File: config.mk
export PLATFORM = sky130hd
export DESIGN_NAME = mlcd_row_valid
export DESIGN_NICKNAME = d
export VERILOG_FILES = /design/src/mlcd_pkg.sv /design/src/mlcd_row_valid.sv
export SDC_FILE = /design/constraint.sdc
export NUM_CORES = 1
export LEC_CHECK = 0
export ABC_AREA = 1
export BUFFER_PORTS_ARGS = -buffer_cell sky130_fd_sc_hd__buf_4
export CORE_AREA = 8 8 147 149
export CTS_CLUSTER_SIZE = 12
export DETAILED_ROUTE_END_ITERATION = 12
export DIE_AREA = 0 0 155 157
export PLACE_DENSITY = 0.77
export SLEW_MARGIN = 20
export SYNTH_ARGS = -nofsm -noshare
export SYNTH_HDL_FRONTEND = slang
export SYNTH_SLANG_ARGS = --single-unit
File: constraint.sdc
create_clock -name clk -period 2.5 [get_ports clk]
set_input_delay 0.5 -clock clk [delete_from_list [all_inputs] [get_ports clk]]
set_output_delay 0.5 -clock clk [all_outputs]
set_load 0.03 [all_outputs]
File: src/mlcd_pkg.sv
// ----------------------------------------------------------------------------
// mlcd_pkg
// Panel geometry, derived widths and shared types of the memory lcd receiver.
// ----------------------------------------------------------------------------
package mlcd_pkg;

    localparam int PANEL_WIDTH  = 400;
    localparam int PANEL_HEIGHT = 240;

    localparam int LINE_BYTES  = (PANEL_WIDTH + 7) / 8;
    localparam int FRAME_DEPTH = PANEL_HEIGHT * LINE_BYTES;
    localparam int FRAME_AW    = (FRAME_DEPTH > 1) ? $clog2(FRAME_DEPTH) : 1;
    localparam int LINE_AW     = (LINE_BYTES > 1) ? $clog2(LINE_BYTES) : 1;
    localparam int POS_W       = $clog2(LINE_BYTES + 1);
    localparam int ROW_AW      = (PANEL_HEIGHT > 1) ? $clog2(PANEL_HEIGHT) : 1;

    localparam int MODE_W = 2;
    localparam int BYTE_W = 8;
    localparam int COL_W  = 9;
    localparam int ROW_W  = 8;
    localparam int CNT_W  = 32;

    typedef enum logic [MODE_W-1:0] {
        MODE_BYTE   = 2'd0,
        MODE_SELECT = 2'd1,
        MODE_ENABLE = 2'd2,
        MODE_READ   = 2'd3
    } mode_t;

    typedef struct packed {
        logic              clear_all;
        logic              set_en;
        logic [ROW_AW-1:0] set_row;
    } row_valid_ctl_t;

endpackage

File: src/mlcd_row_valid.sv
// ----------------------------------------------------------------------------
// mlcd_row_valid
// One flag per panel row; a row without its flag reads as all white.
// ----------------------------------------------------------------------------
module mlcd_row_valid (
    input  logic                        clk,
    input  logic                        rst_n,
    input  mlcd_pkg::row_valid_ctl_t    ctl,
    input  logic [mlcd_pkg::ROW_AW-1:0] query_row,
    output logic                        query_valid
);

    import mlcd_pkg::*;

    logic [PANEL_HEIGHT-1:0] valid_reg;
    logic [PANEL_HEIGHT-1:0] valid_next;

    always_comb
    begin
        valid_next = valid_reg;
        if (ctl.clear_all)
        begin
            valid_next = '0;
        end
        if (ctl.set_en)
        begin
            valid_next[ctl.set_row] = 1'b1;
        end
    end

    always_ff @(posedge clk or negedge rst_n)
    begin
        if (!rst_n)
        begin
            valid_reg <= '0;
        end
        else
        begin
            valid_reg <= valid_next;
        end
    end

    assign query_valid = valid_reg[query_row];

endmodule

Word-level counts from Yosys, hierarchy flattened
Index checks and enable logic that the tools add are counted.

word-level totals
  register bits after elaboration = 240
  bits of input ports = 20
  output and inout port bits = 1

cells by class
  bitwise logic cells = 1
  reduce and logical (&&, ||, !) cells = 1
  multiplexer cells = 6
  $lt $le $gt $ge = 3

operator list
  cell                                                        number
  2-to-1 mux 240 bit                                          2
  OR 240 bit                                                  1
  less-than comparator 8 x 9 -> 1 bit, second input constant  2
  binary-select mux 1 bit (select 8 bit)                      1
  demux 1 bit (select 8 bit)                                  1
  >= comparator 8 x 1 -> 1 bit, second input constant         1
  2-to-1 mux 1 bit                                            2
  logical AND 1 bit                                           1

Logic depth before layout (Yosys ltp)
  depth after elaboration = 6
  depth in mapped cells = 13
  mapped depth without buffers = 12

Worst setup path before layout
No wires, ideal clock.

  path kind = input port to output port
  start point = input port query_row[1] in the netlist's numbering
  end point = output port query_valid
  path buffers = 3
  slack = 0.303 ns
  stages on the path = 12
  arrival time = 1.697 ns
  cell sequence = buf_4 -> inv_2 -> buf_6 -> buf_4 -> o211ai_1 -> nand3_1 -> nand3_1 -> a21oi_1 -> nor2_1 -> nand2_1 -> nand3_1 -> nand2_1

on the way
  longest elaborated chain between the ends = 2

RTL lines
  element                                 line                  text
  start, declared                         mlcd_row_valid.sv:9   input logic [mlcd_pkg::ROW_AW-1:0] query_row,
  binary-select mux 1 bit (select 8 bit)  mlcd_row_valid.sv:43  assign query_valid = valid_reg[query_row];
  2-to-1 mux 1 bit (implied by the code)  mlcd_row_valid.sv:43
  end, declared                           mlcd_row_valid.sv:10  output logic query_valid

No other way between the ends. The select of a mux whose other input is x is not followed.

Final worst setup path
  start point = input port query_row[0] in the netlist's numbering
  end point = output port query_valid

Same word-level chain as after synthesis.

==> impl_metrics.ini <==
[global_routing]
grt_overflow = 0
grt_max_degree = 79
grt_usage_pct = 26.8
grt_pass1_vias = 9426
antenna_found_initial = 0
grt_pass1_wl_um = 51500

[timing]
period_share_pct = 103
rsz0062_at_grt = yes
hold_violations = 0
fin_crit_ns = 2.57
worst_slew_pin_slew_ns = 0.657
setup_viol = 1
maxSlewViolCount = 0
fmax_ghz = 0.389
fin_ws_ns = -0.0702
max_slew_margin_pct = 56.1
fin_skew_ns = 0

[floorplan]
core_area_mm2 = 0.0192
boundaryPins = 21
fp.dieH_um = 157
die_width_um = 155
start_util_pct = 58.9
rows = 51
dieArea_mm2 = 0.0243

[clocking]
numCtsBuffers = 26
cts.sinks = 240
cts-root-buf = clkbuf_16
cts_max_level = 1
clk_pin_slew_ns = 0.06
clk_path_buf_depth = 3
cts_tree = done
insertion_delay_ns = 0.52

[layout]
final_area_mm2 = 0.0130
fin_nets = 1378
multi_input_area_mm2 = 0.00388
antenna_cells = 0
seqCellArea_mm2 = 0.00601
areaGrowthSynthToFinish_pct = 14.7
largest_reg_flops = 240
post-route-util_pct = 67.6
fillerInstances = 1507
final-instance-count-excl-fill = 1640
drive_gt1_share_pct = 10.3

[detailed_routing]
post_drt_via_cell_ratio = 6.13
drtPass1Iterations = 5
wire_per_inst_um = 19.9
ant_nets = 0
drc_errors = 0
drt_iter0_markers = 1162
totalWireLength_um = 32700
routed-via-count = 10058

[critical_path]
cp-end-kind = output pin
startpoint = query_row[0]
crit_required_ns = 2.00
criticalPathCategory = in2out
arrival_ns = 2.07
worst-path-max-fanout = 22
critical_path.startpoint_type = input port
r2r_start = valid_reg[169]

[logic_synthesis]
seq_area_frac_synth_pct = 53.1
syn_inst = 1359
ys_top_cells_by_count = inv_1 (262), dfrtp_1 (240), nand2_1 (229)
synth.top_cell.area_share_pct = 53.1
syn_nets = 1379
synthDistinctLibCells = 18
syn_area_mm2 = 0.0113
avgSynthCellArea_um2 = 8.33
synthArstFlopShare_pct = 100
yosys.area.top_type = dfrtp_1
synth_flop_cell = dfrtp_1
synth_edf_count = 0
synth-seq-cells = 240
yosysWarnings = 0
synth_area_leaders = dfrtp_1 (53%), o22ai_1 (12%), inv_1 (8.7%)
post-synth-top-count-cell = inv_1

[placement]
dp_cells = 1590
pre_cts_ws_ns = -0.0961
dpl_cell_area_mm2 = 0.0120
portBuffers = 20
place_congestion = 0.896
dp_hpwl_um = 18800

[power]
vdd_drop_max_uv = 607
leakagePower_nw = 5.72
power.density_mw_per_mm2 = 644

[min_path]
hp-start = ctl[2]
worstHoldPathType = in2reg

[outcome]
status = finished with violations
violations = setup timing

[job]
drv_cap = 0
critical path: stages:
cell and delay, ns:
buf_6 0.17, buf_6 0.15, buf_12 0.15, a21oi_1 0.08, o21ai_1 0.09, nand3_1 0.09, nand2_1 0.07, nand2_1 0.05
nand3_1 0.09, nand3_1 0.08, nand2_1 0.12, nand3_2 0.15, nand2_2 0.12, buf_6 0.14
final timing paths:
| path | end | slack [ns] | cells past startpoint |
|---|---|---|---|
| worst max-delay path | query_valid | -0.07 | 14 |
| worst min-delay path | valid_reg[239] | 0.43 | 3 |
| worst max register to register | valid_reg[169] | 1.77 | 3 |
| worst min register to register | valid_reg[233] | 0.51 | 2 |
| max in group asynchronous | valid_reg[164] | 1.19 | 3 |
| min in group asynchronous | valid_reg[12] | 0.50 | 2 |
layout make-up:
| cell class | instances | area share (%) |
|---|---|---|
| sequential | 240 | 46.3 |
| multi-input combinational | 747 | 29.9 |
| inverter | 264 | 7.71 |
| timing repair buffer | 79 | 7.35 |
| clock buffer | 40 | 6.04 |
| tap | 265 | 2.55 |
| clock inverter | 5 | 0.212 |
placed cells by master, fill, tap and decap left out, types with 4 or more instances in the layout:
cell / instances
clkinv_2: 4
buf_4: 46
nor2_1: 15
inv_2: 7
buf_12: 20
o32ai_1: 16
dfrtp_1: 240
nand2_1: 227
clkbuf_1: 7
buf_6: 5
clkbuf_16: 29
o21ai_0: 27
nand4_1: 6
o211ai_1: 12
clkbuf_8: 6
o21ai_1: 6
nand3_2: 10
o22ai_1: 224
a21oi_1: 35
inv_1: 255
buf_8: 4
nand3_1: 163
repair_timing:
action | 4_1_cts | 5_1_grt
hold endpoints to repair | 62 | 0
cloned | 1 | 2
gates resized for setup | 17 | 24
setup endpoints to repair | 1 | 1
setup buffers | 0 | 1
pin swaps | 1 | 8
hold buffers | 1 | 0
routing by layer:
layer	vias to the layer above	routed length [um]	global-route usage, %
met3	118	3030	4.66
li1	4543	-	-
met2	525	15200	42.2
met1	4872	13000	35.5
met4	0	1510	13.3
met5	-	0	0
cells by family (layout without fill, tap and decap cells):
kind of cell,after synthesis,after routing,synth area share [%]
flops,240,240,53.1
buf+inv,372,388,13.3
compound gates,322,322,17.5
simple gates,425,425,16.1
where the power goes:
| group | internal [mW] | leakage [nW] | switching, mW |
|---|---|---|---|
| combinational | 0.256 | 1.96 | 0.544 |
| sequential | 3.90 | 3.35 | 0.00649 |
| clock | 2.14 | 0.400 | 1.51 |
per-stage QoR:
| stage | power (mW) | hold WS [ns] | TNS [ns] |
|---|---|---|---|
| after floorplan | 4.39 | 0.204 | 0 |
| after global placement | 4.71 | 0.485 | -0.0748 |
| after detailed placement | 4.72 | 0.483 | -0.0961 |
| after CTS | 8.36 | 0.413 | 0 |
| after global routing | 8.63 | 0.447 | -0.168 |
| final | 8.36 | 0.434 | -0.0702 |
No activity file was read; power rests on OpenSTA's default activity.
