`src/mlcd_ram.sv`:
```
// ----------------------------------------------------------------------------
// mlcd_ram
// Simple dual-port synchronous ram, one write and one registered read port.
// ----------------------------------------------------------------------------
module mlcd_ram #(
    parameter int WIDTH  = 8,
    parameter int DEPTH  = 2,
    parameter int ADDR_W = $clog2(DEPTH)
) (
    input  logic              clk,
    input  logic              wr_en,
    input  logic [ADDR_W-1:0] wr_addr,
    input  logic [WIDTH-1:0]  wr_data,
    input  logic              rd_en,
    input  logic [ADDR_W-1:0] rd_addr,
    output logic [WIDTH-1:0]  rd_data
);

    logic [WIDTH-1:0] mem [DEPTH];
    logic [WIDTH-1:0] rd_data_reg;

    always_ff @(posedge clk)
    begin
        if (wr_en)
        begin
            mem[wr_addr] <= wr_data;
        end
        if (rd_en)
        begin
            rd_data_reg <= mem[rd_addr];
        end
    end

    assign rd_data = rd_data_reg;

endmodule

```
`config.mk`:
```
export PLATFORM = sky130hd
export DESIGN_NAME = mlcd_ram
export DESIGN_NICKNAME = d
export VERILOG_FILES = /design/src/mlcd_ram.sv
export SDC_FILE = /design/constraint.sdc
export NUM_CORES = 1
export LEC_CHECK = 0
export BUFFER_PORTS_ARGS = -buffer_cell sky130_fd_sc_hd__buf_2
export CORE_AREA = 2 2 47 49
export DETAILED_ROUTE_END_ITERATION = 16
export DIE_AREA = 0 0 49 51
export PLACE_DENSITY = 0.69
export SLEW_MARGIN = 20
export SYNTH_ARGS = -nofsm -noshare
export SYNTH_HDL_FRONTEND = slang
export SYNTH_SLANG_ARGS = --single-unit
```
`constraint.sdc`:
```
create_clock -name clk -period 1.1 [get_ports clk]
set_input_delay 0.11 -clock clk [delete_from_list [all_inputs] [get_ports clk]]
set_output_delay 0.11 -clock clk [all_outputs]
set_load 0.01 [all_outputs]
```
# Word level (Yosys, flattened, before mapping)
# Memories as Yosys holds them, arrays and structs flattened. A register that Yosys moved wholly into a read port is not among the register bits.
# Index checks and enable logic that the tools add are counted.
# Widths: inputs -> output; s select.
# totals
ff_bits	0
ram_bits	16
output_inout_bits	8
wordCells	3
mem_count	1
# classes
n_mux	2
# memory_table
name	depth	width	read_ports	rd_clocked_by_memory_dff	wr	line_no	source
mem	2	8	1	1	1	19	logic [WIDTH-1:0] mem [DEPTH];
# ops
operator	n
$mux 1	2

# Depth between registers and ports, before layout
# Gate-level depths: netlist of run 1.
# logic_depth
ltp_word	2
depth_mapped	2
ltp_nobuf	1

# Least setup slack after synthesis of run 1
# No wires, ideal clock.
# synth_path
path_type	input port to flip-flop
startpoint	in wr_en
endpoint	mem mem[0][0] (enable)
arrival_time_ns	0.530
required_ns	0.727
setup_slack_ns	0.197
stages	1
path_cell_list	nor2b_1
# synth_between
elab_chain_len	2
# synth_rtl
item	line_no	source
start: declaration	11	input logic wr_en,
$mux 1	24	if (wr_en)
$mux 1 (not written as such)	26	mem[wr_addr] <= wr_data;
end: declaration	19	
# Every way passes these cells.

# Final worst setup path of run 1
# layout_path
startpoint	reg rd_data_reg[2], in the netlist rd_data[2] (read register of mem)
endpoint	out rd_data[2]
# layout_lines
item	line_no	source
start: declaration	20	logic [WIDTH-1:0] rd_data_reg;
end: declaration	16	output logic [WIDTH-1:0] rd_data
# No word-level cell between the ends.

==> impl_metrics.json, run 1 <==
{
  "holdWs_ns": 0.1284,
  "path_class": "reg2out",
  "synth.avg_cell_area_sq_um": 24.70,
  "postRouteWirelength_um": 967,
  "fp.dieArea_sq_um": 2499,
  "drtAntennaViolNets": 0,
  "endpoint_kind": "output port",
  "path_depth": 1,
  "reg2reg_from": "mem[0][2]$_DFFE_PP_",
  "yosysWarnings": 0,
  "start_util": 0.4190,
  "worstRegToRegCells": 1,
  "grt_pass1_wl_mm": 1.669,
  "die_h_um": 51,
  "reg2reg_to": "rd_data[2]$_DFFE_PP_",
  "routabilityCongestion": 0.6256,
  "crit_start": "rd_data[2]$_DFFE_PP_",
  "cts_resized": 0,
  "path_clk_slew_ns": 0.13,
  "drt-initial-drc-count": 1,
  "syn_nets": 48,
  "r2r_slack_ns": 0.20,
  "critPathArrivalTime_ns": 0.82,
  "grt-ovfl-total": 0,
  "cts_max_level": 1,
  "clockBufferDepth": 2,
  "wl_per_cell_um": 10.18,
  "antenna_found_initial": 0,
  "final_cell_mix": "edfxtp_1 (24), buf_2 (20), mux2_4 (8), dlygate4sd3_1 (8), clkbuf_4 (3)",
  "firstDrtPassIters": 2,
  "syn_inst": 35,
  "leakage_nw": 0.4442,
  "track_usage": 0.09055,
  "fp.dieW_um": 49,
  "power_frac_seq": 0.592,
  "worstSetupStartpointType": "flop",
  "synth.cell_area_sq_um": 864.6,
  "cp_cell_sequence": "buf_2",
  "power_density_nw_per_um2": 1636,
  "rsz0062_at_grt": "no",
  "p_clk_frac": 0.328,
  "path_buf_inv": 1,
  "core_area_sq_um": 2063,
  "critPathMaxStageDelay_ns": 0.38,
  "crit_slowest_cell": "edfxtp_1",
  "drive_above_1_share": 0.4925,
  "io_pins": 21,
  "vdd_drop_max_v": 0.001227,
  "timing.final.crit_period_ns": 0.9326,
  "outcome": "finished, final reports clean",
  "hold_viol": 0,
  "syn2layout_area_growth_pct": 30.54,
  "portBuffers": 20,
  "diodes": 0,
  "hold_class": "in2reg",
  "cts_sinks": 24,
  "fill_cells": 167,
  "min_period_over_period": 0.8478,
  "critical-path-top-delay-family": "flip-flops",
  "ys_seq_elements": 24,
  "vias_per_cell": 4.147,
  "drc": 0,
  "finClkSkew_ns": 0.008148,
  "p_int_mw": 1.537,
  "cts_tree": "built",
  "slew_viol_final": 0,
  "cts_buffers": 3,
  "crit_path_max_fanout": 1,
  "tns_ns": 0,
  "root_buffer": "clkbuf_4",
  "synthDistinctLibCells": 5,
  "fmax_mhz": 1072,
  "swShare": 0.1675,
  "clock_latency_ns": 0.30,
  "grt_pass1_vias": 422,
  "cap_violations": 0,
  "vias": 394,
  "rows": 17,
  "grt_start_max_net_pins": 15,
  "largest_reg_flops": 16,
  "max_slew.worst_pin.slew_ns": 0.3347,
  "pwr-share-comb": 0.080,
  "final_nets": 81,
  "endpoint": "rd_data[2]",
  "slew_headroom": 0.7769,
  "layout_commonest_cell": "edfxtp_1",
  "power.switching_mw": 0.3093,
  "setup_viol": 0,
  "seq_area_frac_synth": 0.8336,
  "required_ns": 0.99
}
-- routing by layer --
layer | part of all wire | global-route usage | vias to the layer above
li1 | - | - | 200
met1 | 0.37 | 0.09344 | 177
met2 | 0.56 | 0.1735 | 17
met3 | 0.066 | 0.02924 | 0
met4 | 0 | 0.02857 | 0
met5 | 0 | 0 | -
-- stage by stage --
step           utilization  setup WS, ns  total power, mW  area [sq um]  cells
2_1_floorplan            -        0.1966            1.188         864.6     35
5_1_grt             0.5470       0.09759            1.937          1129     95
6_report            0.5470        0.1674            1.846          1129     95
4_1_cts             0.5470        0.1435            1.870          1129     95
3_3_place_gp        0.4827        0.1766            1.239         996.0     83
3_5_place_dp        0.4827        0.1645            1.245         996.0     83
-- repair_timing --
item                      CTS  global route
hold buffers                8             0
hold endpoints to repair   16             0
buffers inserted            0             0
-- cell usage after synthesis, drive strengths merged --
cell	n	area, sq um
and2	1	6.260
mux2	8	120.1
nor2b	1	6.260
edfxtp	24	720.7
buf	1	11.26
-- power by group through the flow --
stage | registers (mW) | logic [mW] | clock network (mW)
floorplan | 1.13 | 0.0625 | 0
global placement | 1.11 | 0.126 | 0
detailed placement | 1.12 | 0.129 | 0
CTS | 1.10 | 0.150 | 0.626
global route | 1.10 | 0.160 | 0.676
finish | 1.09 | 0.148 | 0.605
-- cell type report --
cell class | count | area (sq um) | share of cell area
clock inverter | 1 | 30.03 | 0.02661
timing repair buffer | 29 | 187.7 | 0.1663
multi-input combinational | 10 | 132.6 | 0.1175
clock buffer | 3 | 22.52 | 0.01996
sequential | 24 | 720.7 | 0.6386
tap | 28 | 35.03 | 0.03104
-- logic make-up (layout without fill, tap and decap cells) --
family,Yosys count,after routing,share of synthesized area
flip-flops,24,24,0.8336
AND/OR/NAND/NOR,2,2,0.01448
multiplexers,8,8,0.1389
buffers and inverters,1,33,0.01302
-- worst min path at each step --
stage               cells past startpoint                    to  slack (ns)        from
CTS                                     1  rd_data[6]$_DFFE_PP_        0.13       rd_en
finish                                  1  rd_data[2]$_DFFE_PP_        0.13       rd_en
global route                            1  rd_data[4]$_DFFE_PP_        0.12       rd_en
global placement                        1   mem[1][6]$_DFFE_PP_        0.30  wr_data[6]
detailed placement                      1   mem[0][1]$_DFFE_PP_        0.30  wr_data[1]
floorplan                               0   mem[0][0]$_DFFE_PP_        0.21  wr_data[0]
Note: power is estimated with default switching activity, not from simulation.
==> run 2: changes to the inputs <==
PLACE_DENSITY = 0.72   (was 0.69)
clock period = 0.8 ns   (was 1.1 ns; I/O delays follow)
==> impl_metrics.json, run 2 (synthesized netlist as in run 1, its figures left out) <==
{
  "antenna_found_initial": 0,
  "postRouteWirelength_mm": 1.038,
  "reg2reg_to": "rd_data[4]$_DFFE_PP_",
  "violations": "negative setup slack",
  "endpoint_kind": "output port",
  "worstSetupStartpointType": "flop",
  "path_clk_slew_ns": 0.11,
  "r2r_slack_ns": -0.10,
  "post_cts_buffers": 0,
  "grt_pass1_wl_mm": 1.731,
  "cap_violations": 0,
  "track_usage": 0.09818,
  "p_clk_frac": 0.223,
  "required_ns": 0.72,
  "rows": 17,
  "layout_commonest_cell": "edfxtp_1",
  "cp_cell_sequence": "buf_2",
  "leakage_nw": 0.4362,
  "hold_class": "in2reg",
  "largest_reg_flops": 16,
  "p_total_mw": 2.206,
  "critPathArrivalTime_ns": 0.82,
  "cts_sinks": 24,
  "swShare": 0.1899,
  "p_int_mw": 1.787,
  "core_area_sq_um": 2063,
  "hold_end": "rd_data[5]$_DFFE_PP_",
  "placed_area_sq_um": 1006,
  "clockBufferDepth": 2,
  "wl_per_cell_um": 10.93,
  "holdPathStages": 1,
  "slew_headroom": 0.7684,
  "final_nets": 82,
  "fmax_mhz": 1108,
  "holdWs_ns": 0.09942,
  "grt_start_max_net_pins": 13,
  "syn2layout_area_growth_pct": 28.22,
  "clock_latency_ns": 0.30,
  "hp-start": "rd_en",
  "fp.dieW_um": 49,
  "grt-ovfl-total": 0,
  "setup_slack_ns": -0.1022,
  "root_buffer": "clkbuf_4",
  "worstRegToRegCells": 1,
  "routabilityCongestion": 0.5990,
  "drive_above_1_share": 0.5075,
  "drc": 0,
  "fin_util": 0.5373,
  "finClkSkew_ns": 0.001384,
  "critical-path-top-delay-family": "flip-flops",
  "slew_viol_final": 0,
  "drt-initial-drc-count": 16,
  "min_period_over_period": 1.128,
  "post-place-ws_ns": -0.1071,
  "setup_viol": 16,
  "vias_per_cell": 4.305,
  "die_h_um": 51,
  "max_slew.worst_pin.slew_ns": 0.3474,
  "critPathMaxStageDelay_ns": 0.38,
  "cts_tree": "built",
  "fp.dieArea_sq_um": 2499,
  "diodes": 0,
  "start_util": 0.4190,
  "power_density_nw_per_um2": 1990,
  "rsz0062_at_grt": "yes",
  "grt_pass1_vias": 413,
  "io_pins": 21,
  "timing.final.crit_period_ns": 0.9022,
  "hold_viol": 0,
  "crit_path_max_fanout": 1,
  "path_class": "reg2out",
  "power.switching_mw": 0.4188,
  "pwr-share-comb": 0.095,
  "reg2reg_from": "mem[0][4]$_DFFE_PP_",
  "crit_slowest_cell": "edfxtp_1",
  "final_cell_mix": "edfxtp_1 (24), buf_2 (20), mux2_4 (8), dlygate4sd3_1 (8), clkbuf_4 (3)",
  "cts_buffers": 3,
  "vdd_drop_max_v": 0.001318,
  "drtAntennaViolNets": 0,
  "vias": 409,
  "cts_max_level": 1,
  "outcome": "finished, violations left",
  "path_buf_inv": 1,
  "power_frac_seq": 0.681,
  "design_area_sq_um": 1109,
  "portBuffers": 20,
  "firstDrtPassIters": 3
}
[run 2: power groups by stage]
stage,Combinational (mW),Clock (mW),Sequential (mW)
5_1_grt,0.228,0.567,1.51
3_5_place_dp,0.184,0,1.53
3_3_place_gp,0.176,0,1.53
2_1_floorplan,0.0868,0,1.55
6_report,0.211,0.493,1.50
4_1_cts,0.213,0.516,1.50
[run 2: worst max-delay path by stage]
stage / startpoint / end / slack [ns] / depth (start not counted)
final: rd_data[5]$_DFFE_PP_ / rd_data[5] / -0.10 / 1
after global routing: rd_data[4]$_DFFE_PP_ / rd_data[4] / -0.16 / 1
after CTS: rd_data[5]$_DFFE_PP_ / rd_data[5] / -0.13 / 1
after detailed placement: rd_addr / rd_data[5]$_DFFE_PP_ / -0.11 / 2
after global placement: rd_addr / rd_data[0]$_DFFE_PP_ / -0.09 / 2
after floorplan: mem[0][0]$_DFFE_PP_ / rd_data[0]$_DFFE_PP_ / -0.05 / 1
[run 2: area by class of cell]
class                      instances  area, sq um
timing repair buffer              30        195.2
tap                               28        35.03
clock buffer                       3        22.52
fill                             173        954.7
multi-input combinational         10        135.1
sequential                        24        720.7
[run 2: through the flow]
stage | setup TNS (ns) | instances
floorplan | -0.4029 | 35
global placement | -1.070 | 84
finish | -1.407 | 95
detailed placement | -1.468 | 84
global route | -2.043 | 95
CTS | -1.603 | 95
[run 2: layer usage]
| layer | part of all wire | track usage |
|---|---|---|
| met1 | 0.39 | 0.09684 |
| met3 | 0.044 | 0.008772 |
| met2 | 0.52 | 0.1781 |
| met5 | 0 | 0 |
| met4 | 0.042 | 0.1000 |
[run 2: what timing repair did]
item / in CTS / in global routing
hold buffers: 8 / 0
endpoints found under the hold margin: 16 / 0
endpoints found under the setup margin: 16 / 16
gates resized for setup: 0 / 0
==> run 3: changes to the inputs <==
--- a/config.mk
+++ b/config.mk
@@ -10,4 +10,5 @@
 export DETAILED_ROUTE_END_ITERATION = 16
 export DIE_AREA = 0 0 49 51
+export GPL_ROUTABILITY_DRIVEN = 0
 export PLACE_DENSITY = 0.72
 export SLEW_MARGIN = 20
==> constraint.sdc (replaced) <==
create_clock -name clk -period 0.8 [get_ports clk]
set_input_delay 0.08 -clock clk [delete_from_list [all_inputs] [get_ports clk]]
set_output_delay 0.08 -clock clk [all_outputs]
set_load 0.05 [all_outputs]
==> impl_metrics.json, run 3 (synthesized netlist as in run 1, its figures left out) <==
{
  "firstDrtPassIters": 3,
  "postRouteWirelength_mm": 1.057,
  "hp-start": "rd_en",
  "required_ns": 0.72,
  "core_area_sq_um": 2063,
  "outcome": "finished, violations left",
  "design_area_sq_um": 1159,
  "finClkSkew_ns": 0.001384,
  "post_cts_buffers": 0,
  "min_period_over_period": 1.193,
  "reg2reg_from": "mem[0][4]$_DFFE_PP_",
  "fill_cells": 174,
  "grt_start_max_net_pins": 13,
  "track_usage": 0.1008,
  "crit_start": "rd_data[3]$_DFFE_PP_",
  "leakage_nw": 0.4531,
  "grt_pass1_vias": 420,
  "worstSetupStartpointType": "flop",
  "hold_viol": 0,
  "layout_commonest_cell": "edfxtp_1",
  "regArea_sq_um": 720.7,
  "holdWs_ns": 0.09942,
  "cap_violations": 0,
  "fmax_mhz": 1048,
  "tns_ns": -1.805,
  "drt-initial-drc-count": 16,
  "placed_area_sq_um": 1006,
  "final_cell_mix": "edfxtp_1 (24), buf_2 (12), mux2_4 (8), dlygate4sd3_1 (8), buf_6 (8)",
  "vias": 413,
  "grt-ovfl-total": 0,
  "crit_slowest_cell": "edfxtp_1",
  "violations": "negative setup slack",
  "syn2layout_area_growth_pct": 34.01,
  "antenna_found_initial": 0,
  "cts_max_level": 1,
  "critical-path-top-delay-family": "flip-flops",
  "portBuffers": 20,
  "root_buffer": "clkbuf_4",
  "fp.dieW_um": 49,
  "p_total_mw": 2.338,
  "slew_headroom": 0.7684,
  "path_buf_inv": 1,
  "setup_slack_ns": -0.1546,
  "critPathArrivalTime_ns": 0.87,
  "slew_viol_final": 0,
  "drtAntennaViolNets": 0,
  "vias_per_cell": 4.347,
  "timing.final.crit_period_ns": 0.9546,
  "diodes": 0,
  "critPathMaxStageDelay_ns": 0.41,
  "drive_above_1_share": 0.5075,
  "fin_util": 0.5616,
  "crit_path_max_fanout": 1,
  "die_h_um": 51,
  "setup_viol": 16,
  "wl_per_cell_um": 11.13,
  "final_nets": 82,
  "rsz0062_at_grt": "yes",
  "cts_buffers": 3,
  "start_util": 0.4190,
  "grt_pass1_wl_mm": 1.773,
  "largest_reg_flops": 16,
  "multi_input_area_sq_um": 135.1,
  "path_class": "reg2out",
  "hold_class": "in2reg",
  "path_clk_slew_ns": 0.11,
  "fp.dieArea_sq_um": 2499,
  "cts_sinks": 24,
  "clockBufferDepth": 2,
  "max_slew.worst_pin.slew_ns": 0.3474,
  "io_pins": 21,
  "drc": 0,
  "power_density_nw_per_um2": 2018,
  "endpoint_kind": "output port",
  "cts_tree": "built",
  "cp_cell_sequence": "buf_6",
  "vdd_drop_max_v": 0.001352,
  "clock_latency_ns": 0.30,
  "rows": 17
}
==> run 3: power by group <==
group	internal (mW)	switching (mW)	total [mW]	leakage (nW)
sequential	1.48	0.0266	1.51	0.228
combinational	0.163	0.172	0.335	0.211
clock	0.176	0.317	0.493	0.0138
==> run 3: path summary, 6_finish.rpt <==
check                         endpoint  slack [ns]  depth (start not counted)
setup / recovery            rd_data[3]       -0.15                          1
hold / removal    rd_data[5]$_DFFE_PP_         0.1                          1
setup reg to reg  rd_data[4]$_DFFE_PP_       -0.10                          1
hold reg to reg   rd_data[2]$_DFFE_PP_        0.56                          1
==> run 3: layer usage <==
| layer | global-route usage | vias up | part of all wire |
|---|---|---|---|
| met3 | 0.008772 | 5 | 0.036 |
| li1 | - | 204 | - |
| met2 | 0.1872 | 17 | 0.54 |
| met5 | 0 | - | 0 |
| met4 | 0.1000 | 0 | 0.042 |
| met1 | 0.09684 | 187 | 0.38 |
==> run 3: area by class of cell <==
class,instances,area share
multi-input cells,10,0.1166
flip-flops and latches,24,0.6220
repair buffers,30,0.2117
clock buffers,3,0.01944
well taps,28,0.03024
==> run 3: repair_timing <==
| action | CTS | global route |
|---|---|---|
| hold endpoints to repair | 16 | 0 |
| gates resized for setup | 16 | 0 |
| setup endpoints to repair | 16 | 16 |
| hold buffers | 8 | 0 |
| pin swaps | 0 | 0 |
==> run 3: metrics by stage <==
| step | std cells | setup slack, ns |
|---|---|---|
| 6_report | 95 | -0.1546 |
| 5_1_grt | 95 | -0.2102 |
| 4_1_cts | 95 | -0.1702 |
| 3_5_place_dp | 84 | -0.1071 |
| 3_3_place_gp | 84 | -0.09153 |
| 2_1_floorplan | 35 | -0.05037 |
