File: src/mlcd_pkg.sv
// ----------------------------------------------------------------------------
// mlcd_pkg
// Panel geometry, derived widths and shared types of the memory lcd receiver.
// ----------------------------------------------------------------------------
package mlcd_pkg;

    localparam int PANEL_WIDTH  = 400;
    localparam int PANEL_HEIGHT = 240;

    localparam int LINE_BYTES  = (PANEL_WIDTH + 7) / 8;
    localparam int FRAME_DEPTH = PANEL_HEIGHT * LINE_BYTES;
    localparam int FRAME_AW    = (FRAME_DEPTH > 1) ? $clog2(FRAME_DEPTH) : 1;
    localparam int LINE_AW     = (LINE_BYTES > 1) ? $clog2(LINE_BYTES) : 1;
    localparam int POS_W       = $clog2(LINE_BYTES + 1);
    localparam int ROW_AW      = (PANEL_HEIGHT > 1) ? $clog2(PANEL_HEIGHT) : 1;

    localparam int MODE_W = 2;
    localparam int BYTE_W = 8;
    localparam int COL_W  = 9;
    localparam int ROW_W  = 8;
    localparam int CNT_W  = 32;

    typedef enum logic [MODE_W-1:0] {
        MODE_BYTE   = 2'd0,
        MODE_SELECT = 2'd1,
        MODE_ENABLE = 2'd2,
        MODE_READ   = 2'd3
    } mode_t;

    typedef struct packed {
        logic              clear_all;
        logic              set_en;
        logic [ROW_AW-1:0] set_row;
    } row_valid_ctl_t;

endpackage

File: src/mlcd_ctrl.sv
// ----------------------------------------------------------------------------
// mlcd_ctrl
// Request sequencer: protocol parser, line commit copy, pixel read and the
// result register.
// ----------------------------------------------------------------------------
module mlcd_ctrl (
    input  logic                          clk,
    input  logic                          rst_n,
    input  logic                          in_valid,
    output logic                          in_ready,
    input  logic [mlcd_pkg::MODE_W-1:0]   mode,
    input  logic [mlcd_pkg::BYTE_W-1:0]   wire_byte,
    input  logic                          pin_level,
    input  logic [mlcd_pkg::COL_W-1:0]    read_column,
    input  logic [mlcd_pkg::ROW_W-1:0]    read_row,
    output logic                          out_valid,
    input  logic                          out_ready,
    output logic                          pixel_white,
    output logic                          display_on,
    output logic                          vcom_now,
    output logic [mlcd_pkg::CNT_W-1:0]    vcom_change_count,
    output logic [mlcd_pkg::CNT_W-1:0]    protocol_error_count,
    output logic                          selected,
    output logic                          frame_rd_en,
    output logic [mlcd_pkg::FRAME_AW-1:0] frame_rd_addr,
    input  logic [mlcd_pkg::BYTE_W-1:0]   frame_rd_data,
    output logic                          frame_wr_en,
    output logic [mlcd_pkg::FRAME_AW-1:0] frame_wr_addr,
    output logic                          line_wr_en,
    output logic [mlcd_pkg::LINE_AW-1:0]  line_wr_addr,
    output logic                          line_rd_en,
    output logic [mlcd_pkg::LINE_AW-1:0]  line_rd_addr,
    output mlcd_pkg::row_valid_ctl_t      row_ctl,
    output logic [mlcd_pkg::ROW_AW-1:0]   row_query,
    input  logic                          row_valid
);

    import mlcd_pkg::*;

    typedef enum logic [1:0] {
        S_IDLE,
        S_RDWAIT,
        S_COPY,
        S_EMIT
    } state_t;

    typedef enum logic [2:0] {
        PH_IDLE,
        PH_COMMAND,
        PH_ADDR,
        PH_PIXELS,
        PH_TRAILER,
        PH_DRAIN
    } phase_t;

    localparam logic [3:0] CMD_VCOM  = 4'h0;
    localparam logic [3:0] CMD_WRITE = 4'h1;
    localparam logic [3:0] CMD_CLEAR = 4'h4;
    localparam int         VCOM_BIT  = 6;

    function automatic logic [BYTE_W-1:0] flip8(input logic [BYTE_W-1:0] v);
        logic [BYTE_W-1:0] r;
        for (int i = 0; i < BYTE_W; i++)
        begin
            r[i] = v[BYTE_W-1-i];
        end
        return r;
    endfunction

    state_t            state_reg,   state_next;
    phase_t            phase_reg,   phase_next;
    logic [ROW_W-1:0]  target_reg,  target_next;
    logic [POS_W-1:0]  pos_reg,     pos_next;
    logic              sel_reg,     sel_next;
    logic              en_reg,      en_next;
    logic              vcom_reg,    vcom_next;
    logic [CNT_W-1:0]  vchg_reg,    vchg_next;
    logic [CNT_W-1:0]  err_reg,     err_next;
    logic [POS_W-1:0]  cnt_reg,     cnt_next;
    logic [FRAME_AW-1:0] base_reg,  base_next;
    logic              rd_ok_reg,   rd_ok_next;
    logic              row_ok_reg,  row_ok_next;
    logic [2:0]        bit_reg,     bit_next;
    logic              pix_reg,     pix_next;
    logic              out_valid_reg, out_valid_next;
    logic              out_pix_reg,   out_pix_next;
    logic              out_en_reg,    out_en_next;
    logic              out_vcom_reg,  out_vcom_next;
    logic [CNT_W-1:0]  out_vchg_reg,  out_vchg_next;
    logic [CNT_W-1:0]  out_err_reg,   out_err_next;
    logic              out_sel_reg,   out_sel_next;

    logic [BYTE_W-1:0] flipped;
    logic              in_range;
    logic [POS_W-1:0]  pos_inc;
    logic              line_full;
    logic              line_on_panel;

    assign flipped       = flip8(wire_byte);
    assign in_range      = (32'(read_column) < PANEL_WIDTH) && (32'(read_row) < PANEL_HEIGHT);
    assign pos_inc       = pos_reg + 1'b1;
    assign line_full     = (32'(pos_inc) == LINE_BYTES);
    assign line_on_panel = (32'(target_reg) <= PANEL_HEIGHT);

    assign in_ready      = (state_reg == S_IDLE);
    assign frame_rd_addr = FRAME_AW'(32'(read_row) * LINE_BYTES + 32'(read_column[COL_W-1:3]));
    assign row_query     = read_row[ROW_AW-1:0];
    assign line_wr_addr  = pos_reg[LINE_AW-1:0];
    assign line_rd_addr  = cnt_reg[LINE_AW-1:0];
    // write trails the read of the line buffer: each byte is written in the cycle after its read
    assign frame_wr_addr = base_reg + FRAME_AW'(cnt_reg - 1'b1);

    always_comb
    begin
        state_next     = state_reg;
        phase_next     = phase_reg;
        target_next    = target_reg;
        pos_next       = pos_reg;
        sel_next       = sel_reg;
        en_next        = en_reg;
        vcom_next      = vcom_reg;
        vchg_next      = vchg_reg;
        err_next       = err_reg;
        cnt_next       = cnt_reg;
        base_next      = base_reg;
        rd_ok_next     = rd_ok_reg;
        row_ok_next    = row_ok_reg;
        bit_next       = bit_reg;
        pix_next       = pix_reg;
        out_valid_next = out_valid_reg && !out_ready;
        out_pix_next   = out_pix_reg;
        out_en_next    = out_en_reg;
        out_vcom_next  = out_vcom_reg;
        out_vchg_next  = out_vchg_reg;
        out_err_next   = out_err_reg;
        out_sel_next   = out_sel_reg;
        frame_rd_en    = 1'b0;
        frame_wr_en    = 1'b0;
        line_wr_en     = 1'b0;
        line_rd_en     = 1'b0;
        row_ctl        = '0;

        unique case (state_reg)
            S_IDLE:
            begin
                if (in_valid)
                begin
                    state_next = S_EMIT;
                    pix_next   = 1'b0;
                    unique case (mode_t'(mode))
                        MODE_BYTE:
                        begin
                            if (!sel_reg)
                            begin
                                err_next = err_reg + 1'b1;
                            end
                            else
                            begin
                                unique case (phase_reg)
                                    PH_COMMAND:
                                    begin
                                        if (flipped[VCOM_BIT] != vcom_reg)
                                        begin
                                            vchg_next = vchg_reg + 1'b1;
                                        end
                                        vcom_next = flipped[VCOM_BIT];
                                        unique case (flipped[3:0])
                                            CMD_WRITE:
                                            begin
                                                phase_next = PH_ADDR;
                                            end
                                            CMD_CLEAR:
                                            begin
                                                row_ctl.clear_all = 1'b1;
                                                phase_next        = PH_DRAIN;
                                            end
                                            CMD_VCOM:
                                            begin
                                                phase_next = PH_DRAIN;
                                            end
                                            default:
                                            begin
                                                err_next   = err_reg + 1'b1;
                                                phase_next = PH_DRAIN;
                                            end
                                        endcase
                                    end
                                    PH_ADDR:
                                    begin
                                        if (flipped == '0)
                                        begin
                                            phase_next = PH_DRAIN;
                                        end
                                        else
                                        begin
                                            target_next = flipped;
                                            pos_next    = '0;
                                            phase_next  = PH_PIXELS;
                                        end
                                    end
                                    PH_PIXELS:
                                    begin
                                        line_wr_en = 1'b1;
                                        pos_next   = pos_inc;
                                        if (line_full)
                                        begin
                                            phase_next = PH_TRAILER;
                                            if (line_on_panel)
                                            begin
                                                state_next = S_COPY;
                                                cnt_next   = '0;
                                                base_next  = FRAME_AW'(
                                                    (32'(target_reg) - 1) * LINE_BYTES);
                                            end
                                            else
                                            begin
                                                err_next = err_reg + 1'b1;
                                            end
                                        end
                                    end
                                    PH_TRAILER:
                                    begin
                                        phase_next = PH_ADDR;
                                    end
                                    default:
                                    begin
                                        // idle or draining: byte is ignored
                                    end
                                endcase
                            end
                        end
                        MODE_SELECT:
                        begin
                            if (pin_level && !sel_reg)
                            begin
                                phase_next = PH_COMMAND;
                            end
                            else if (!pin_level && sel_reg)
                            begin
                                if (phase_reg == PH_PIXELS)
                                begin
                                    err_next = err_reg + 1'b1;
                                end
                                phase_next = PH_IDLE;
                            end
                            sel_next = pin_level;
                        end
                        MODE_ENABLE:
                        begin
                            en_next = pin_level;
                        end
                        MODE_READ:
                        begin
                            frame_rd_en = in_range;
                            rd_ok_next  = in_range;
                            row_ok_next = in_range && row_valid;
                            bit_next    = read_column[2:0];
                            state_next  = S_RDWAIT;
                        end
                    endcase
                end
            end
            S_RDWAIT:
            begin
                if (!rd_ok_reg)
                begin
                    pix_next = 1'b0;
                end
                else if (!row_ok_reg)
                begin
                    pix_next = 1'b1;
                end
                else
                begin
                    pix_next = frame_rd_data[3'd7 - bit_reg];
                end
                state_next = S_EMIT;
            end
            S_COPY:
            begin
                line_rd_en  = (32'(cnt_reg) < LINE_BYTES);
                frame_wr_en = (cnt_reg != '0);
                cnt_next    = cnt_reg + 1'b1;
                if (32'(cnt_reg) == LINE_BYTES)
                begin
                    row_ctl.set_en  = 1'b1;
                    row_ctl.set_row = ROW_AW'(target_reg - 1'b1);
                    state_next      = S_EMIT;
                end
            end
            S_EMIT:
            begin
                if (!out_valid_reg || out_ready)
                begin
                    out_valid_next = 1'b1;
                    out_pix_next   = pix_reg;
                    out_en_next    = en_reg;
                    out_vcom_next  = vcom_reg;
                    out_vchg_next  = vchg_reg;
                    out_err_next   = err_reg;
                    out_sel_next   = sel_reg;
                    state_next     = S_IDLE;
                end
            end
            default:
            begin
                state_next = S_IDLE;
            end
        endcase
    end

    always_ff @(posedge clk or negedge rst_n)
    begin
        if (!rst_n)
        begin
            state_reg     <= S_IDLE;
            phase_reg     <= PH_IDLE;
            target_reg    <= '0;
            pos_reg       <= '0;
            sel_reg       <= 1'b0;
            en_reg        <= 1'b0;
            vcom_reg      <= 1'b0;
            vchg_reg      <= '0;
            err_reg       <= '0;
            cnt_reg       <= '0;
            base_reg      <= '0;
            rd_ok_reg     <= 1'b0;
            row_ok_reg    <= 1'b0;
            bit_reg       <= '0;
            pix_reg       <= 1'b0;
            out_valid_reg <= 1'b0;
            out_pix_reg   <= 1'b0;
            out_en_reg    <= 1'b0;
            out_vcom_reg  <= 1'b0;
            out_vchg_reg  <= '0;
            out_err_reg   <= '0;
            out_sel_reg   <= 1'b0;
        end
        else
        begin
            state_reg     <= state_next;
            phase_reg     <= phase_next;
            target_reg    <= target_next;
            pos_reg       <= pos_next;
            sel_reg       <= sel_next;
            en_reg        <= en_next;
            vcom_reg      <= vcom_next;
            vchg_reg      <= vchg_next;
            err_reg       <= err_next;
            cnt_reg       <= cnt_next;
            base_reg      <= base_next;
            rd_ok_reg     <= rd_ok_next;
            row_ok_reg    <= row_ok_next;
            bit_reg       <= bit_next;
            pix_reg       <= pix_next;
            out_valid_reg <= out_valid_next;
            out_pix_reg   <= out_pix_next;
            out_en_reg    <= out_en_next;
            out_vcom_reg  <= out_vcom_next;
            out_vchg_reg  <= out_vchg_next;
            out_err_reg   <= out_err_next;
            out_sel_reg   <= out_sel_next;
        end
    end

    assign out_valid            = out_valid_reg;
    assign pixel_white          = out_pix_reg;
    assign display_on           = out_en_reg;
    assign vcom_now             = out_vcom_reg;
    assign vcom_change_count    = out_vchg_reg;
    assign protocol_error_count = out_err_reg;
    assign selected             = out_sel_reg;

endmodule

File: config.mk
export PLATFORM = sky130hd
export DESIGN_NAME = mlcd_ctrl
export DESIGN_NICKNAME = d
export VERILOG_FILES = /design/src/mlcd_pkg.sv /design/src/mlcd_ctrl.sv
export SDC_FILE = /design/constraint.sdc
export NUM_CORES = 1
export LEC_CHECK = 0
export ABC_AREA = 1
export BUFFER_PORTS_ARGS = -buffer_cell sky130_fd_sc_hd__buf_4
export CORE_ASPECT_RATIO = 0.5
export CORE_MARGIN = 2
export CORE_UTILIZATION = 45
export DETAILED_ROUTE_END_ITERATION = 7
export PLACE_DENSITY = 0.65
export SKIP_LAST_GASP = 1
export SYNTH_ARGS = -nofsm -noshare
export SYNTH_HDL_FRONTEND = slang
export SYNTH_SLANG_ARGS = --single-unit
File: constraint.sdc
create_clock -name clk -period 7.4 [get_ports clk]
set_clock_uncertainty 0.2 [all_clocks]
set_input_delay 1.48 -clock clk [delete_from_list [all_inputs] [get_ports clk]]
set_output_delay 1.48 -clock clk [all_outputs]
set_load 0.005 [all_outputs]
Word-level counts from Yosys, hierarchy flattened. Index checks and enable logic that the tools add are counted.

Word-level logic and storage cells: 170. Memories: 0. Bits in read-only memories: 0. Output and inout port bits: 132. Memory bits (writable): 0. Bits in latches: 0. Bits in registers: 180.

Equal/unequal tests: 35. Multipliers: 2. Add/subtract/negate cells: 10. Reduce and logical (&&, ||, !) cells: 34. Order comparisons: 5. Div/mod/pow operators: 0. Bitwise operators: 1. Muxes and demuxes: 61. Shifts and indexed selects: 0.

Operators with widths (number): $mux 32 (7); $pmux 32 s2 (2); $add 32x1->32 const B (2); $mux 6 (7); $mul 32x5->13 const B (1); $mux 1 (26); $pmux 6 s2 (2); $reduce_and 7->1 (3); $mux 3 (6); $mux 9 (2); $reduce_and 6->1 (3); $ne 2x2->1 const B (8); $add 14x14->14 (1); $add 14x6->14 (1); $mul 8x5->13 const B (1); $add 6x1->6 const B (2); $eq 6x6->1 const B (2); $ne 4x4->1 const B (3); $pmux 3 s4 (1); $reduce_and 3->1 (4); $ne 2x1->1 const B (5); $reduce_and 10->1 (1); $lt 9x9->1 const B (1); $sub 8x1->9 const B (1); other kinds (36) (56).

Logic depth before layout (Yosys ltp). Gate-level depths: netlist (run 1).

Depth after elaboration: 8. Mapped depth: 20. Depth with buffers taken out: 20.

Least setup slack after synthesis (run 1). OpenSTA, ideal clock, no wires.

Path kind: in2out. Start: input port read_row[1] in the netlist's numbering. End: output port frame_rd_addr[13] in the netlist's numbering. Buffers on the path: 0. Data arrival time: 3.909 ns. Slack: 1.811 ns. Data required time: 5.720 ns. Cell stages on the path: 14. Cell sequence: ha_1 -> ha_1 -> ha_1 -> inv_1 -> fa_1 -> nor2_1 -> nand3_1 -> o21ai_0 -> nand2_1 -> nor2_1 -> nand3_1 -> nor2_1 -> nand2_1 -> nand2_1.

Word-level cells in the longest chain between the ends: 2.

RTL lines: start, declared (RTL line mlcd_ctrl.sv:15) `input logic [mlcd_pkg::ROW_W-1:0] read_row,`; $mul 8x5->13 (RTL line mlcd_ctrl.sv:106) `assign frame_rd_addr = FRAME_AW'(32'(read_row) * LINE_BYTES + 32'(read_column[COL_W-1:3]));`; $add 14x6->14 (RTL line mlcd_ctrl.sv:106); end, declared (RTL line mlcd_ctrl.sv:25) `output logic [mlcd_pkg::FRAME_AW-1:0] frame_rd_addr,`.

No other way between the ends.

Final worst setup path (run 1). Same ends and word-level chain as after synthesis.

==> impl_metrics.toml, run 1 <==
[status]
status = "finished clean"

[grt]
antenna_found_initial = 0
grt_pass1_vias = 9882
grt_util_met2_pct = 35.7
grt_pass1_wl_microns = 49000
grt-busiest-layer = "met2"
met3_usage_pct = 4.26
met1_usage_pct = 29.6
grt_max_degree = 78
grt-ovfl-total = 0
grt_use_total_pct = 21.8

[clock_tree]
cts-root-buf = "clkbuf_16"
insertion_delay_ns = 0.45
ctsResizeCount = 0
cts_setup_buffers = 0
clkTransAtPathRegs_ns = 0.07
h-tree-depth = 4
clk_path_buf_depth = 2
cts_sinks = 180
holdBufCountCts = 0
cts_tree = "built"
numCtsBuffers = 17

[synthesis]
async_flop_share_pct = 100
syn_area_sq_um = 11900
avgSynthCellArea_sq_um = 7.97
synth_edf_count = 0
synth-main-ff-cell = "dfrtp_1"
yosys_warnings = 0
yosysSeqAreaShare_pct = 37.9
syn_nets = 1636
syn_inst = 1492
synth.distinct_cells = 45
synth-seq-cells = 180

[min_path]
worstHoldStart = "err_reg[31]"
hold_depth = 2
hold_class = "reg2reg"

[floorplanning]
die_x_microns = 234
die_area_sq_um = 27800
core_sq_um = 25600
start_util_pct = 46.4
die_h_microns = 119
ios = 173
rows = 41

[finish]
drive_above_1_share_pct = 15.8
num-nets-final = 1787
layout_commonest_cell = "nand2_1"
area_growth_pct = 17.0
layout_common_cells = "nand2_1, inv_1, dfrtp_1"
diodes = 0
utilization_pct = 54.3

[routing]
via_per_inst = 5.03
drt_iter0_markers = 565
vias = 10057
wl_per_cell_microns = 14.6
ant_nets = 0
route.detailed.drc = 0
first_pass_iters = 7
finalWirelength_microns = 29200

[pwr]
power_density_nw_per_um2 = 234
vdd_drop_max_v = 0.000218
power_leakage_nw = 7.40

[setup_path]
start_kind = "primary input"
worstPathMaxFanout = 5
worst_r2r_startpoint = "target_reg[0]"
cp-end-kind = "output port"
cp.arrival_ns = 4.46
path_class = "in2out"
rr_worst_depth = 17
crit_required_ns = 5.72
startpoint = "read_row[1]"

[timing]
slew_viol_final = 0
fin_crit_sh_pct = 83.0
rsz0062_at_grt = "false"
tns_ns = 0
setup_violations = 0
relSlewSlack_pct = 36.2
period_needed_ns = 6.14
worst_pin_slew_ns = 0.955
fmax_mhz = 163
final_hold_viol_count = 0

[run]
maxCapViolCount = 0

[place]
place_congestion = 0.935
dp_hpwl_microns = 22700
port_buffers = 170
## layout make-up
| class | instances | area, sq um |
|---|---|---|
| Clock buffer | 19 | 433 |
| Clock inverter | 13 | 103 |
| Fill cell | 2427 | 11700 |
| Inverter | 200 | 751 |
| Multi-Input combinational cell | 1071 | 6390 |
| Sequential cell | 180 | 4500 |
| Tap cell | 344 | 430 |
| Timing Repair Buffer | 173 | 1300 |
## Yosys cell counts (2+ instances only)
cell type | number | area [sq um]
nand2_4 | 3 | 33.8
nand2_2 | 6 | 37.5
nand3_2 | 2 | 20.0
xor2_1 | 91 | 797
xnor2_1 | 14 | 123
nor3_2 | 3 | 30.0
dfrtp_1 | 180 | 4500
nand3_1 | 94 | 470
inv_2 | 2 | 7.51
nand2_1 | 399 | 1500
nand3b_1 | 5 | 37.5
o21a_1 | 2 | 15.0
nor3_1 | 33 | 165
o21ai_0 | 94 | 470
inv_1 | 197 | 739
nor2_2 | 2 | 12.5
o22ai_1 | 2 | 12.5
buf_2 | 8 | 40.0
ha_1 | 92 | 1150
nand4_2 | 2 | 25.0
o21ai_1 | 2 | 10.0
or2_2 | 2 | 12.5
nor2_1 | 102 | 383
o211ai_1 | 2 | 15.0
mux2_2 | 29 | 327
a21oi_1 | 31 | 155
buf_6 | 4 | 45.0
nor2_4 | 6 | 67.6
nand4_1 | 28 | 175
buf_4 | 16 | 120
clkbuf_1 | 13 | 48.8
a21o_1 | 3 | 22.5
fa_1 | 11 | 220
## kinds of logic after synthesis
group | synth area share, %
DFF | 37.9
muxes | 2.75
xor gates and xnor gates | 7.74
adders and majority gates | 11.5
buffers and inverters | 8.45
AOI/OAI and AO/OA | 6.63
and+or+nand+nor | 25.0
## worst max-delay path, cell delays in order
cell and delay [ns]:
buf_4 0.13, ha_1 0.30, ha_1 0.30, ha_1 0.30, inv_1 0.06, fa_1 0.55, nor2_1 0.17, nand3_1 0.08
o21ai_0 0.27, nand2_1 0.11, nor2_1 0.18, nand3_1 0.17, o21bai_1 0.16, nand2_1 0.07, buf_4 0.13
## power by group
| group | switching, mW | internal [mW] | total [mW] | leakage, nW |
|---|---|---|---|---|
| Sequential | 0.102 | 1.11 | 1.21 | 2.32 |
| Combinational | 0.681 | 0.507 | 1.19 | 4.83 |
| Clock | 0.422 | 0.434 | 0.856 | 0.248 |
| Total | 1.21 | 2.05 | 3.25 | 7.40 |
## metrics by stage
stage                     setup slack (ns)  cell area (sq um)  power [mW]  std cells  hold slack [ns]
final                                 1.26              13900        3.25       2000            0.286
after global placement                1.41              13400        2.39       1968            0.254
after floorplan                       1.81              11900        1.95       1492            0.242
after global routing                  1.05              13900        3.49       2000            0.307
after CTS                             1.29              13900        3.29       2000            0.288
after detailed placement              1.29              13400        2.42       1968            0.268
## path summary, 6_finish.rpt
check                                           end  slack [ns]
setup / recovery                  frame_rd_addr[13]        1.26
max in group asynchronous     vcom_change_count[19]        5.01
min in group asynchronous  protocol_error_count[21]        0.72
hold / removal                          err_reg[31]        0.29
setup reg to reg                       base_reg[11]        3.17
hold reg to reg                         err_reg[31]        0.29
## routing by layer
layer | share of wire (%) | up-vias | wire length [microns]
met4 | 1.7 | 0 | 488
met2 | 46 | 170 | 13600
met1 | 48 | 4782 | 14100
met5 | 0 | - | 0
met3 | 3.7 | 28 | 1070
li1 | - | 5077 | -
(Power assumes the default switching activity.)
==> inputs of run 2 (changes only) <==
--- a/config.mk
+++ b/config.mk
@@ -5,13 +5,13 @@
 export SDC_FILE = /design/constraint.sdc
 export NUM_CORES = 1
 export LEC_CHECK = 0
-export ABC_AREA = 1
+export ABC_AREA = 0
 export BUFFER_PORTS_ARGS = -buffer_cell sky130_fd_sc_hd__buf_4
 export CORE_ASPECT_RATIO = 0.5
 export CORE_MARGIN = 2
 export CORE_UTILIZATION = 45
 export DETAILED_ROUTE_END_ITERATION = 7
-export PLACE_DENSITY = 0.65
+export PLACE_DENSITY = 0.68
 export SKIP_LAST_GASP = 1
 export SYNTH_ARGS = -nofsm -noshare
 export SYNTH_HDL_FRONTEND = slang
==> constraint.sdc (replaced) <==
create_clock -name clk -period 5.5 [get_ports clk]
set_clock_uncertainty 0.2 [all_clocks]
set_input_delay 1.1 -clock clk [delete_from_list [all_inputs] [get_ports clk]]
set_output_delay 1.1 -clock clk [all_outputs]
set_load 0.005 [all_outputs]
==> run 2 against run 1 <==
Sequential power rose by 28%. Die area fell by 11%. Count of clock-buffer cells in the layout rose by 1. Combinational power rose by 66%. Sequential share of layout area rose by 2.7 points. Hold slack got worse by 0.012 ns. Non-clock buffer count rose by 4. Total power rose by 50%. Setup slack got worse by 1.1 ns. First-iteration DRC count fell by 35%.
==> impl_metrics.toml, run 2 <==
[clock_tree]
cts_setup_buffers = 0
numCtsBuffers = 17
cts-root-buf = "clkbuf_16"
clk_path_buf_depth = 2
insertion_delay_ns = 0.43
clkTransAtPathRegs_ns = 0.06
cts_tree = "built"
h-tree-depth = 4
cts_sinks = 180

[min_path]
hold_class = "reg2reg"

[routing]
route.detailed.drc = 0
first_pass_iters = 4
via_per_inst = 5.26
drt_iter0_markers = 370
wl_per_cell_microns = 15.4
vias = 7746
ant_nets = 0
finalWirelength_microns = 22600

[pwr]
power_leakage_nw = 6.38
power_density_nw_per_um2 = 380
vdd_drop_max_v = 0.000228
power_mw = 4.88

[synthesis]
syn_nets = 1138
muxShareOfSynthArea_pct = 9.76
synth_top_family_by_area = "simple AND/OR/NAND/NOR gates"
synth_fa_ha_area_share_pct = 13.0
synth-seq-cells = 180
synth_edf_count = 0
yosys.cell_count.top_type = "dfrtp_1"
synthSimpleGateAreaFrac_pct = 14.4
synth_area_leader_cell = "dfrtp_1"
syn_inst = 994
synth-main-ff-cell = "dfrtp_1"
synthTopCellsByArea = "dfrtp_1, ha_1, mux2_2, xnor2_1, nand2_1"
synth_common_cells = "dfrtp_1, ha_1, mux2_2"
yosys_warnings = 0
avgSynthCellArea_sq_um = 10.7
async_flop_share_pct = 100
syn_area_sq_um = 10600
synth.distinct_cells = 63
yosysSeqAreaShare_pct = 42.5
synthDominantCellAreaShare_pct = 42.5
synth_compound_area_share_pct = 7.07
synth_xor_area_share_pct = 9.43

[setup_path]
crit_required_ns = 4.20
cp.arrival_ns = 4.00
start_kind = "primary input"
worstPathMaxFanout = 4
path_buf_inv = 2
cpMaxStageDelayCell = "fa_1"
cp_top_family = "adder cells"
cp-end-kind = "output port"
max_stage_delay_ns = 0.46
path_class = "in2out"
crit_top_cell = "ha_1"
path_cells = "buf_4 > ha_1 > ha_1 > fa_1 > ha_1 > nor2_1 > o21ba_2 > nor4_2 > nand3_1 > nor3b_1 > xnor2_1 > buf_4"

[grt]
grt_use_total_pct = 18.7
grt_pass1_vias = 7762
grt-ovfl-total = 0
grt_max_degree = 109
grt_pass1_wl_microns = 38300
antenna_found_initial = 0

[finish]
num-nets-final = 1297
final_cells = 1473
layout_common_cells = "dfrtp_1, buf_4, ha_1"
diodes = 0
nFillCells = 2002
layout_commonest_cell = "dfrtp_1"
area_growth_pct = 21.2
drive_above_1_share_pct = 27.0
final_area_sq_um = 12800

[timing]
period_needed_ns = 5.30
setup_violations = 0
relSlewSlack_pct = 32.3
fmax_mhz = 189
tns_ns = 0
worst_pin_slew_ns = 1.02
holdWs_ns = 0.274
slew_viol_final = 0
final_hold_viol_count = 0
fin_crit_sh_pct = 96.4

[floorplanning]
core_sq_um = 22900
start_util_pct = 46.2
die_h_microns = 112
die_area_sq_um = 24800
rows = 39
ios = 173
die_x_microns = 221

[place]
port_buffers = 170
post_dp_cell_area_sq_um = 12100
place_congestion = 0.878
dp_hpwl_microns = 16800
dp.cells = 1441

[status]
status = "finished clean"

[run]
maxCapViolCount = 0
-- run 2: cell count changes in the layout (fill, tap and decap cells not counted), moves of 51 or more --
cell and delta:
nor2_1 -59, xor2_1 -61, o21ai_0 -56, inv_1 -140
nand3_1 -51, xnor2_1 +70, nand2_1 -321, mux2_2 +57
-- run 2: cells by family (layout without fill, tap and decap cells) --
group	after synthesis	after routing
compound gates	116	116
xor+xnor	114	114
fa+ha+maj	103	103
buf+inv	95	267
flops	180	180
mux	90	90
simple gates	296	296
-- run 2: routing by layer --
layer / track usage, % / vias up / share of wire [%]
li1: - / 3798 / -
met1: 25.1 / 3819 / 47
met2: 31.3 / 110 / 48
met3: 3.74 / 19 / 3.2
met4: 4.92 / 0 / 1.3
met5: 0 / - / 0
-- run 2: layout make-up --
type	count	area [sq um]	share of cell area, %
inverters	58	218	1.70
clock inverters	12	190	1.48
clock buffers	20	467	3.64
multi-input cells	719	5720	44.6
flip-flops and latches	180	4500	35.1
well taps	307	384	2.99
repair buffers	177	1350	10.5
-- run 2: worst register-to-register path, stage by stage (launching register included) --
cell     delay [ns]
dfrtp_1        0.47
inv_1          0.13
ha_1           0.26
xnor2_1        0.32
inv_1          0.12
ha_1           0.32
ha_1           0.29
inv_1          0.05
fa_1           0.49
inv_1          0.04
ha_1           0.33
nor2b_1        0.14
o21ai_0        0.21
a21oi_1        0.13
o41ai_1        0.34
xor2_1         0.18
o21ai_0        0.08
-- run 2: timing repair --
| item | in CTS | in global routing |
|---|---|---|
| pin swaps | 2 | 4 |
| hold buffers | 0 | 0 |
| setup endpoints to repair | 1 | 2 |
| resized for setup | 2 | 8 |
-- run 2: final timing paths --
kind                                                end  cells past startpoint  slack [ns]     startpoint
worst min-delay path                       vchg_reg[31]                      1        0.27   vchg_reg[31]
worst max register to register             base_reg[13]                     16        1.24  target_reg[0]
worst max-delay path                  frame_rd_addr[12]                     12        0.20    read_row[2]
min in group asynchronous                    bit_reg[0]                      1        0.58          rst_n
max in group asynchronous       protocol_error_count[2]                      2        3.59          rst_n
worst min register to register             vchg_reg[31]                      1        0.27   vchg_reg[31]
-- run 2: metrics by stage --
step	setup slack [ns]	utilization, %
finish	0.197	56.0
CTS	0.0396	55.8
detailed placement	-0.0749	52.9
floorplan	0.411	-
global route	-0.00122	56.0
global placement	0.0166	52.9
-- run 2: power by group --
group / total (mW) / internal, mW / switching [mW]
sequential: 1.55 / 1.42 / 0.132
clock: 1.35 / 0.809 / 0.542
combinational: 1.97 / 0.957 / 1.02
==> inputs of run 3 (changes only) <==
--- a/config.mk
+++ b/config.mk
@@ -7,7 +7,6 @@
 export LEC_CHECK = 0
 export ABC_AREA = 0
 export BUFFER_PORTS_ARGS = -buffer_cell sky130_fd_sc_hd__buf_4
-export CORE_ASPECT_RATIO = 0.5
 export CORE_MARGIN = 2
 export CORE_UTILIZATION = 45
 export DETAILED_ROUTE_END_ITERATION = 7
==> run 3 against run 2 <==
Non-clock buffer count rose by 1. Count of clock-buffer cells in the layout fell by 3. Setup slack improved by 0.0084 ns. Final cell count rose by 0.88%. Via count fell by 0.39%. Clock power fell by 3%. Global-route usage fell by 0.38 points. Sequential power barely moved. Critical path type unchanged. Largest cell class unchanged.
==> impl_metrics.toml, run 3 (synthesis results as in run 2) <==
[status]
status = "finished clean"

[timing]
tns_ns = 0
slew_viol_final = 0
fmax_mhz = 189
holdWs_ns = 0.271
final_hold_viol_count = 0
worst_pin_slew_ns = 0.940
setup_violations = 0
fin_crit_sh_pct = 96.3
rsz0062_at_grt = "false"
period_needed_ns = 5.29
relSlewSlack_pct = 37.3

[setup_path]
cp.arrival_ns = 3.99
path_buf_inv = 2
start_kind = "primary input"
r2r_end = "base_reg[13]"
rr_worst_depth = 16
cp_top_family = "adder cells"
ff2ff_setup_slack_ns = 1.22
path_class = "in2out"
max_stage_delay_ns = 0.46
path_cells = "buf_4 > ha_1 > ha_1 > fa_1 > ha_1 > nor2_1 > o21ba_2 > nor4_4 > nand3_2 > nor4_4 > xnor2_1 > buf_4"
worst_r2r_startpoint = "target_reg[0]"
crit_required_ns = 4.20
cpMaxStageDelayCell = "fa_1"
cp-end-kind = "output port"
crit_top_cell = "ha_1"
worstPathMaxFanout = 4

[finish]
nFillCells = 2072
layout_common_cells = "dfrtp_1, buf_4, ha_1"
drive_above_1_share_pct = 27.2
num-nets-final = 1298
area_growth_pct = 21.6
multi_input_area_sq_um = 5760
final_area_sq_um = 12900
layout_commonest_cell = "dfrtp_1"
diodes = 0
seq_area_sq_um = 4500

[grt]
grt_pass1_wl_microns = 36800
grt-ovfl-total = 0
grt_use_total_pct = 18.3
grt_max_degree = 94
grt_pass1_vias = 7585
antenna_found_initial = 0

[floorplanning]
ios = 173
die_area_sq_um = 24800
die_x_microns = 157
start_util_pct = 45.5
rows = 56
die_h_microns = 157
core_sq_um = 23300

[routing]
route.detailed.drc = 0
drt_iter0_markers = 320
wl_per_cell_microns = 15.0
finalWirelength_microns = 22200
ant_nets = 0
first_pass_iters = 5
vias = 7716
via_per_inst = 5.19

[clock_tree]
numCtsBuffers = 17
holdBufCountCts = 0
ctsResizeCount = 0
cts_setup_buffers = 0
cts_tree = "built"
insertion_delay_ns = 0.43
cts_sinks = 180
clk_path_buf_depth = 2
cts-root-buf = "clkbuf_16"
clkTransAtPathRegs_ns = 0.08
h-tree-depth = 4

[place]
dp_hpwl_microns = 16500
post_dp_cell_area_sq_um = 12200
port_buffers = 170
place_congestion = 0.837

[run]
maxCapViolCount = 0

[pwr]
power_density_nw_per_um2 = 373
vdd_drop_max_v = 0.000240
power_leakage_nw = 6.39
power_mw = 4.80

[min_path]
worstHoldStart = "vchg_reg[31]"
min_to = "vchg_reg[31]"
hold_class = "reg2reg"
hold_depth = 1
[run 3: worst max path at each step]
stage,depth (start not counted),slack (ns),end,from
floorplan,10,0.41,frame_rd_addr[13],read_row[2]
global placement,12,0.08,frame_rd_addr[13],read_row[2]
detailed placement,14,0.009,frame_rd_addr[13],read_row[3]
CTS,14,0.01,frame_rd_addr[13],read_row[3]
global route,12,0.04,frame_rd_addr[13],read_row[2]
finish,12,0.21,frame_rd_addr[13],read_row[2]
[run 3: where the power goes]
group          switching, mW  internal, mW
clock                  0.602         0.709
sequential             0.127          1.42
combinational          0.988         0.955
[run 3: final cells by class]
type	count	share of cell area, %
clock buffers	17	3.30
clock inverters	15	1.72
inverters	58	1.69
multi-input cells	719	44.7
flip-flops and latches	180	35.0
well taps	319	3.10
repair buffers	178	10.5
[run 3: per-layer routing]
layer / track usage (%) / wire, microns / vias to the layer above
li1: - / - / 3788
met1: 23.9 / 10300 / 3753
met2: 30.5 / 10600 / 155
met3: 3.83 / 952 / 20
met4: 5.89 / 365 / 0
met5: 0 / 0 / -
[run 3: stage by stage]
step	setup slack [ns]	std cells	utilization, %
2_1_floorplan	0.411	994	-
3_3_place_gp	0.0805	1454	52.3
3_5_place_dp	0.00873	1454	52.3
4_1_cts	0.0128	1486	55.0
5_1_grt	0.0399	1486	55.4
6_report	0.206	1486	55.4
